## config.mk

```make
export PLATFORM = sky130hd
export DESIGN_NAME = sqc_ctrl
export DESIGN_NICKNAME = d
export VERILOG_FILES = /design/src/rtl/sqc_pkg.sv /design/src/rtl/sqc_ctrl.sv
export SDC_FILE = /design/constraint.sdc
export NUM_CORES = 1
export LEC_CHECK = 0
export ABC_CLOCK_PERIOD_IN_PS = 1100
export BUFFER_PORTS_ARGS = -buffer_cell sky130_fd_sc_hd__buf_4
export CAP_MARGIN = 30
export CORE_AREA = 2 2 39 41
export DETAILED_ROUTE_END_ITERATION = 10
export DIE_AREA = 0 0 41 43
export HOLD_SLACK_MARGIN = 0.02
export PLACE_DENSITY = 0.58
export SLEW_MARGIN = 10
export SYNTH_ARGS = -nofsm -noshare
export SYNTH_HDL_FRONTEND = slang
export SYNTH_SLANG_ARGS = --single-unit
```

## constraint.sdc

```tcl
create_clock -name clk -period 1.1 [get_ports clk]
set_input_delay 0.055 -clock clk [delete_from_list [all_inputs] [get_ports clk]]
set_output_delay 0.055 -clock clk [all_outputs]
set_load 0.1 [all_outputs]
```

## src/rtl/sqc_pkg.sv

```systemverilog
// ----------------------------------------------------------------------------
// sqc_pkg
// Shared codes, widths, control/status bundles and code-width helpers for the
// scalar quantizer codec.
// ----------------------------------------------------------------------------
package sqc_pkg;

	localparam logic [1:0] OP_LOAD = 2'd0;
	localparam logic [1:0] OP_ENC  = 2'd1;
	localparam logic [1:0] OP_DEC  = 2'd2;

	localparam logic [1:0] REG_QTYPE  = 2'd0;
	localparam logic [1:0] REG_QMODE  = 2'd1;
	localparam logic [1:0] REG_DIMS   = 2'd2;
	localparam logic [1:0] REG_THRESH = 2'd3;

	localparam logic [2:0] QT_BIN   = 3'd0;
	localparam logic [2:0] QT_TER   = 3'd1;
	localparam logic [2:0] QT_TWO   = 3'd2;
	localparam logic [2:0] QT_FOUR  = 3'd3;
	localparam logic [2:0] QT_EIGHT = 3'd4;

	localparam int POS_W = 11;
	localparam int CFG_W = 23;
	localparam int NUM_W = 42;
	localparam int DEN_W = 34;
	localparam int QUO_W = 34;

	localparam logic [2:0]       QTYPE_RST  = QT_EIGHT;
	localparam logic             QMODE_RST  = 1'b1;
	localparam logic [POS_W-1:0] DIMS_RST   = 11'd128;
	localparam logic [CFG_W-1:0] THRESH_RST = 23'd32768;

	typedef struct packed {
		logic load;
		logic rd;
		logic rng;
		logic p1;
		logic p2;
		logic p3;
		logic div_start;
		logic fin;
		logic step;
	} sqc_cmd_t;

	typedef struct packed {
		logic in_elem;
		logic div_need;
		logic div_busy;
		logic need_out;
		logic out_free;
		logic elem_last;
	} sqc_sts_t;

	function automatic logic [3:0] bits_of(input logic [2:0] qt);
		case (qt)
			QT_BIN:         return 4'd1;
			QT_TER, QT_TWO: return 4'd2;
			QT_FOUR:        return 4'd4;
			default:        return 4'd8;
		endcase
	endfunction

	function automatic logic [3:0] per_of(input logic [2:0] qt);
		case (qt)
			QT_BIN:         return 4'd8;
			QT_TER, QT_TWO: return 4'd4;
			QT_FOUR:        return 4'd2;
			default:        return 4'd1;
		endcase
	endfunction

	function automatic logic [7:0] lm1_of(input logic [2:0] qt);
		case (qt)
			QT_BIN:  return 8'd1;
			QT_TER:  return 8'd2;
			QT_TWO:  return 8'd3;
			QT_FOUR: return 8'd15;
			default: return 8'd255;
		endcase
	endfunction

	function automatic logic [7:0] mask_of(input logic [2:0] qt);
		case (qt)
			QT_BIN:         return 8'd1;
			QT_TER, QT_TWO: return 8'd3;
			QT_FOUR:        return 8'd15;
			default:        return 8'd255;
		endcase
	endfunction

endpackage

```

## src/rtl/sqc_ctrl.sv

```systemverilog
// ----------------------------------------------------------------------------
// sqc_ctrl
// Sequencer: accepts an item; for encode or decode it walks each code of it
// through read, range, multiply, divide when needed, finish and emit steps.
// ----------------------------------------------------------------------------
module sqc_ctrl import sqc_pkg::*; (
	input  logic     clk,
	input  logic     arst_n,
	input  logic     in_valid,
	output logic     in_ready,
	input  sqc_sts_t sts,
	output sqc_cmd_t ctl
);

	typedef enum logic [3:0] {
		S_IDLE, S_RD, S_RNG, S_P1, S_P2, S_P3, S_DIVGO, S_DIVWAIT, S_FIN, S_EMIT
	} state_t;

	state_t state_q;
	logic   step;

	assign in_ready = state_q == S_IDLE;
	assign step     = (state_q == S_EMIT) && (!sts.need_out || sts.out_free);

	always_comb begin
		ctl           = '0;
		ctl.load      = in_ready && in_valid;
		ctl.rd        = state_q == S_RD;
		ctl.rng       = state_q == S_RNG;
		ctl.p1        = state_q == S_P1;
		ctl.p2        = state_q == S_P2;
		ctl.p3        = state_q == S_P3;
		ctl.div_start = state_q == S_DIVGO;
		ctl.fin       = state_q == S_FIN;
		ctl.step      = step;
	end

	always_ff @(posedge clk or negedge arst_n) begin
		if (!arst_n) begin
			state_q <= S_IDLE;
		end else begin
			unique case (state_q)
				S_IDLE:    if (in_valid && sts.in_elem) state_q <= S_RD;
				S_RD:      state_q <= S_RNG;
				S_RNG:     state_q <= S_P1;
				S_P1:      state_q <= S_P2;
				S_P2:      state_q <= S_P3;
				S_P3:      state_q <= sts.div_need ? S_DIVGO : S_FIN;
				S_DIVGO:   state_q <= S_DIVWAIT;
				S_DIVWAIT: if (!sts.div_busy) state_q <= S_FIN;
				S_FIN:     state_q <= S_EMIT;
				S_EMIT:    if (step) state_q <= sts.elem_last ? S_IDLE : S_RD;
				default:   state_q <= S_IDLE;
			endcase
		end
	end

endmodule

```

# [After elaboration in Yosys (flattened, before gate mapping)]
# Cells that the tools add are included.
[totals] reg_bits=4 out_inout_bits=10 elab_cells=26
[op_classes] eq_ne=12 n_mux=6 n_reduce_logical=7
[op_table] op="4-bit one-hot mux with 10 select lines" n=1
[op_table] op="4-bit by 3-bit equality test with 1-bit output, second input constant" n=4
[op_table] op="4-bit two-way mux" n=4
[op_table] op="4-bit by 2-bit equality test with 1-bit output, second input constant" n=2
[op_table] op="4-bit equality test, second input constant" n=2
[op_table] op="4-bit by 1-bit equality test with 1-bit output, second input constant" n=1
[op_table] op="4-bit zero test" n=1
[op_table] op="2-bit inequality test, second input constant" n=2
[op_table] op="1-bit logical AND" n=3
[op_table] op="3-bit AND reduction" n=1
[op_table] op="2-bit by 1-bit inequality test with 1-bit output, second input constant" n=1
[op_table] op="1-bit zero test" n=1
[op_table] op="1-bit logical OR" n=1
[op_table] op="1-bit two-way mux" n=1

# [Depth between registers and ports, before layout]
[logic_depth] ltp_word=5 ltp_mapped=4 mapped_depth_nobuf=3

# [Worst setup path before layout]
# No wires, ideal clock.
[synth_timing] path_kind="reg-to-output" start="register state_q[0]" end="output port ctl[6] (netlist bit)" arrival_time_ns=2.742 t_required_ns=1.045 setup_slack_ns=-1.697 stages_incl_launch_ff=4 cell_sequence="dfrtp_1 > buf_4 > nand2b_1 > nor3_1"
[synth_rtl] item="start: declaration" line="sqc_ctrl.sv:19" rtl="state_t state_q;"
[synth_rtl] item="start signal: assignment" line="sqc_ctrl.sv:48" rtl="S_P3: state_q <= sts.div_need ? S_DIVGO : S_FIN;"
[synth_rtl] item="start signal: assignment" line="sqc_ctrl.sv:52" rtl="S_EMIT: if (step) state_q <= sts.elem_last ? S_IDLE : S_RD;"
[synth_rtl] item="end: declaration" line="sqc_ctrl.sv:12" rtl="output sqc_cmd_t ctl"

==> results.tsv <==
stage	metric	value	unit
timing	FMAX	677	MHz
clock_network	clock tree from TritonCTS	built	
final_layout	largest register by flop count	state_q	
timing	Worst Tran Pin Value	283	ps
floorplan	row count	14	
critical_path	critical path required time	1040	ps
critical_path	reg2reg path depth	5	
place	detailed placer's ending HPWL	842	um
clock_network	Max H-tree Level	1	
final_layout	Largest register FFs	4	
clock_network	clk slew on worst S/H paths	40	ps
yosys	Post-Synthesis Cells	46	
place	Placed Cells	87	
place	Placed Instance Area	664	um2
floorplan	die width	41	um
floorplan	die area	0.00176	mm2
clock_network	clock sink count	4	
drt	routed len/inst	13.6	um
drt	Detailed Route WL	1400	um
yosys	Syn Nets	55	
critical_path	source of the worst register-to-register timing path	state_q[2]	
global_route	met1 Use GR	22.4	%
place	Port Buffer Count	18	
yosys	synthesized area	397	um2
timing	Final Max Tran Viols	0	
final_layout	FF+latch area	105	um2
critical_path	WP data arrival	1420	ps
place	GP Congestion	0.773	
outcome	status	complete, but fails checks	
job	Max Cap Viol	0	
floorplan	Top-Level Pins	19	
final_layout	ANT cells	0	
final_layout	Fill cells	90	
drt	drt initial violations	3	
critical_path	Worst Setup EP	ctl[1]	
final_layout	post-route cell area	0.00104	mm2
timing	Clock Skew	3.55	ps
timing	endpoints failing setup	14	
yosys	ys async rst share	100	%
clock_network	TritonCTS buffer count	3	
critical_path	worst reg2reg path endpoint	state_q[3]	
drt	Vias/cell	4.94	
critical_path	CP startpoint	state_q[2]	
global_route	vias in the first global route	531	
critical_path	Reg2Reg Setup Slack	-340	ps
critical_path	WS Path Type	reg -> out	
timing	crit path time final	1480	ps
clock_network	Clock Latency Late Sink	240	ps
timing	Setup TNS	-3800	ps
timing	PnR worst setup slack	-376	ps
final_layout	biggest registers after layout	state_q: 4 flops	
timing	RSZ-0062 raised after global routing	yes	
critical_path	crit-path max FO	8	
global_route	largest net degree at the start of global routing	9	
hold_path	worst hold-check path type	in -> async	
global_route	first-pass GRT wire length	2200	um
floorplan	Die H	43	um
final_layout	Nets	97	
floorplan	Initial Util	28.7	%
yosys	register area share after synthesis	25.2	%
global_route	antenna violations before repair	0	
global_route	GR peak layer	met2	
yosys	YS warnings	0	
critical_path	Worst Setup End Kind	output pin	
final_layout	synth-to-layout area growth	162	%
yosys	Post-synth EDFFs	0	
timing	worst rel slew slack	81.0	%
global_route	routing usage on met3	5.24	%
timing	period utilization	134	%
yosys	top_reg_cell synth	dfrtp_1	
floorplan	Core Area	0.00138	mm2
clock_network	CTS Root Buffer Type	clkbuf_4	
drt	final antenna-violating net count	0	
global_route	GRT Overall Usage	18.3	%
yosys	#FFs+latches synth	4	
yosys	Avg Inst Size Synth	8.62	um2
critical_path	crit start category	register	
yosys	post-synth cell types	22	
drt	Pre-antenna DRT Iters	2	
final_layout	proportion of layout cells with a drive suffix above 1	79.3	%
final_layout	non-filler cells in the finished layout	103	
clock_network	Clock Path Buffers	2	
drt	DR DRC count	0	
final_layout	area occupied by multi-input gates	390	um2
drt	Via Count	509	
global_route	global routing usage on met2	29.7	%
global_route	GR Overflow Total	0	
timing	Final Hold Viols	0	
outcome	violated checks	setup timing	
==> cell type report <==
cell class                      count  share of cell area [%]
Timing Repair Buffer               42                    45.6
Multi-Input combinational cell     33                    37.6
Sequential cell                     4                    10.1
Clock buffer                        4                    2.53
Inverter                            4                    2.17
Tap cell                           16                    1.93
==> worst min path at each step <==
stage | slack [ps] | endpoint | startpoint
after detailed placement | -150 | state_q[1] | arst_n
after floorplan | -240 | state_q[0] | arst_n
after global routing | 160 | state_q[1] | arst_n
final | 160 | state_q[1] | arst_n
after global placement | -150 | state_q[1] | arst_n
after CTS | 140 | state_q[3] | sts[2]
==> cell usage after synthesis (2+ instances only) <==
master	instances	share of area, %
inv_1	4	3.8
o21a_1	3	5.7
dfrtp_1	4	25
nand2b_1	4	6.3
buf_4	3	5.7
a21oi_1	3	3.8
nor2_1	3	2.8
nor3_1	4	5.0
a21boi_0	2	3.8
nand2_1	4	3.8
==> timing repair <==
action / 4_1_cts / 5_1_grt
buffers inserted: 8 / 5
pin swaps: 4 / 7
resized for setup: 41 / 14
setup endpoints to repair: 14 / 14
hold endpoints to repair: 4 / 0
hold buffers: 1 / 0
==> routing by layer <==
layer | part of all wire [%] | up-vias
li1 | - | 246
met1 | 42 | 251
met2 | 54 | 12
met3 | 4.2 | 0
met4 | 0 | 0
met5 | 0 | -
==> layout by cell type, fill, tap and decap left out, types with 2 or more instances in the layout <==
cell,n
buf_4,23
buf_12,10
buf_6,8
nor3_4,4
dfrtp_2,4
inv_1,3
o21a_1,3
clkbuf_4,3
nand2b_4,2
nor2_4,2
nand2_1,2
a21boi_0,2
nand2b_1,2
==> worst max-delay path, cell delays in order, from the launching register on <==
cell	delay (ps)
dfrtp_2	470
buf_6	150
nor4b_4	290
buf_6	270
==> stage by stage <==
step	hold slack, ps	util [%]	worst slack, ps
2_1_floorplan	-241	-	-1120
3_3_place_gp	-148	48.0	-226
3_5_place_dp	-147	48.0	-227
4_1_cts	137	66.6	-377
5_1_grt	164	75.0	-426
6_report	162	75.0	-376
==> cells by family after synthesis <==
kind of cell | after synthesis | share of synthesized area, %
AOI/OAI and AO/OA | 13 | 25.6
DFF | 4 | 25.2
buffers and inverters | 9 | 13.6
and+or+nand+nor | 20 | 35.6
Power is not shown: default switching activity piles up to over one toggle a cycle in this logic, so the estimate is an artifact.
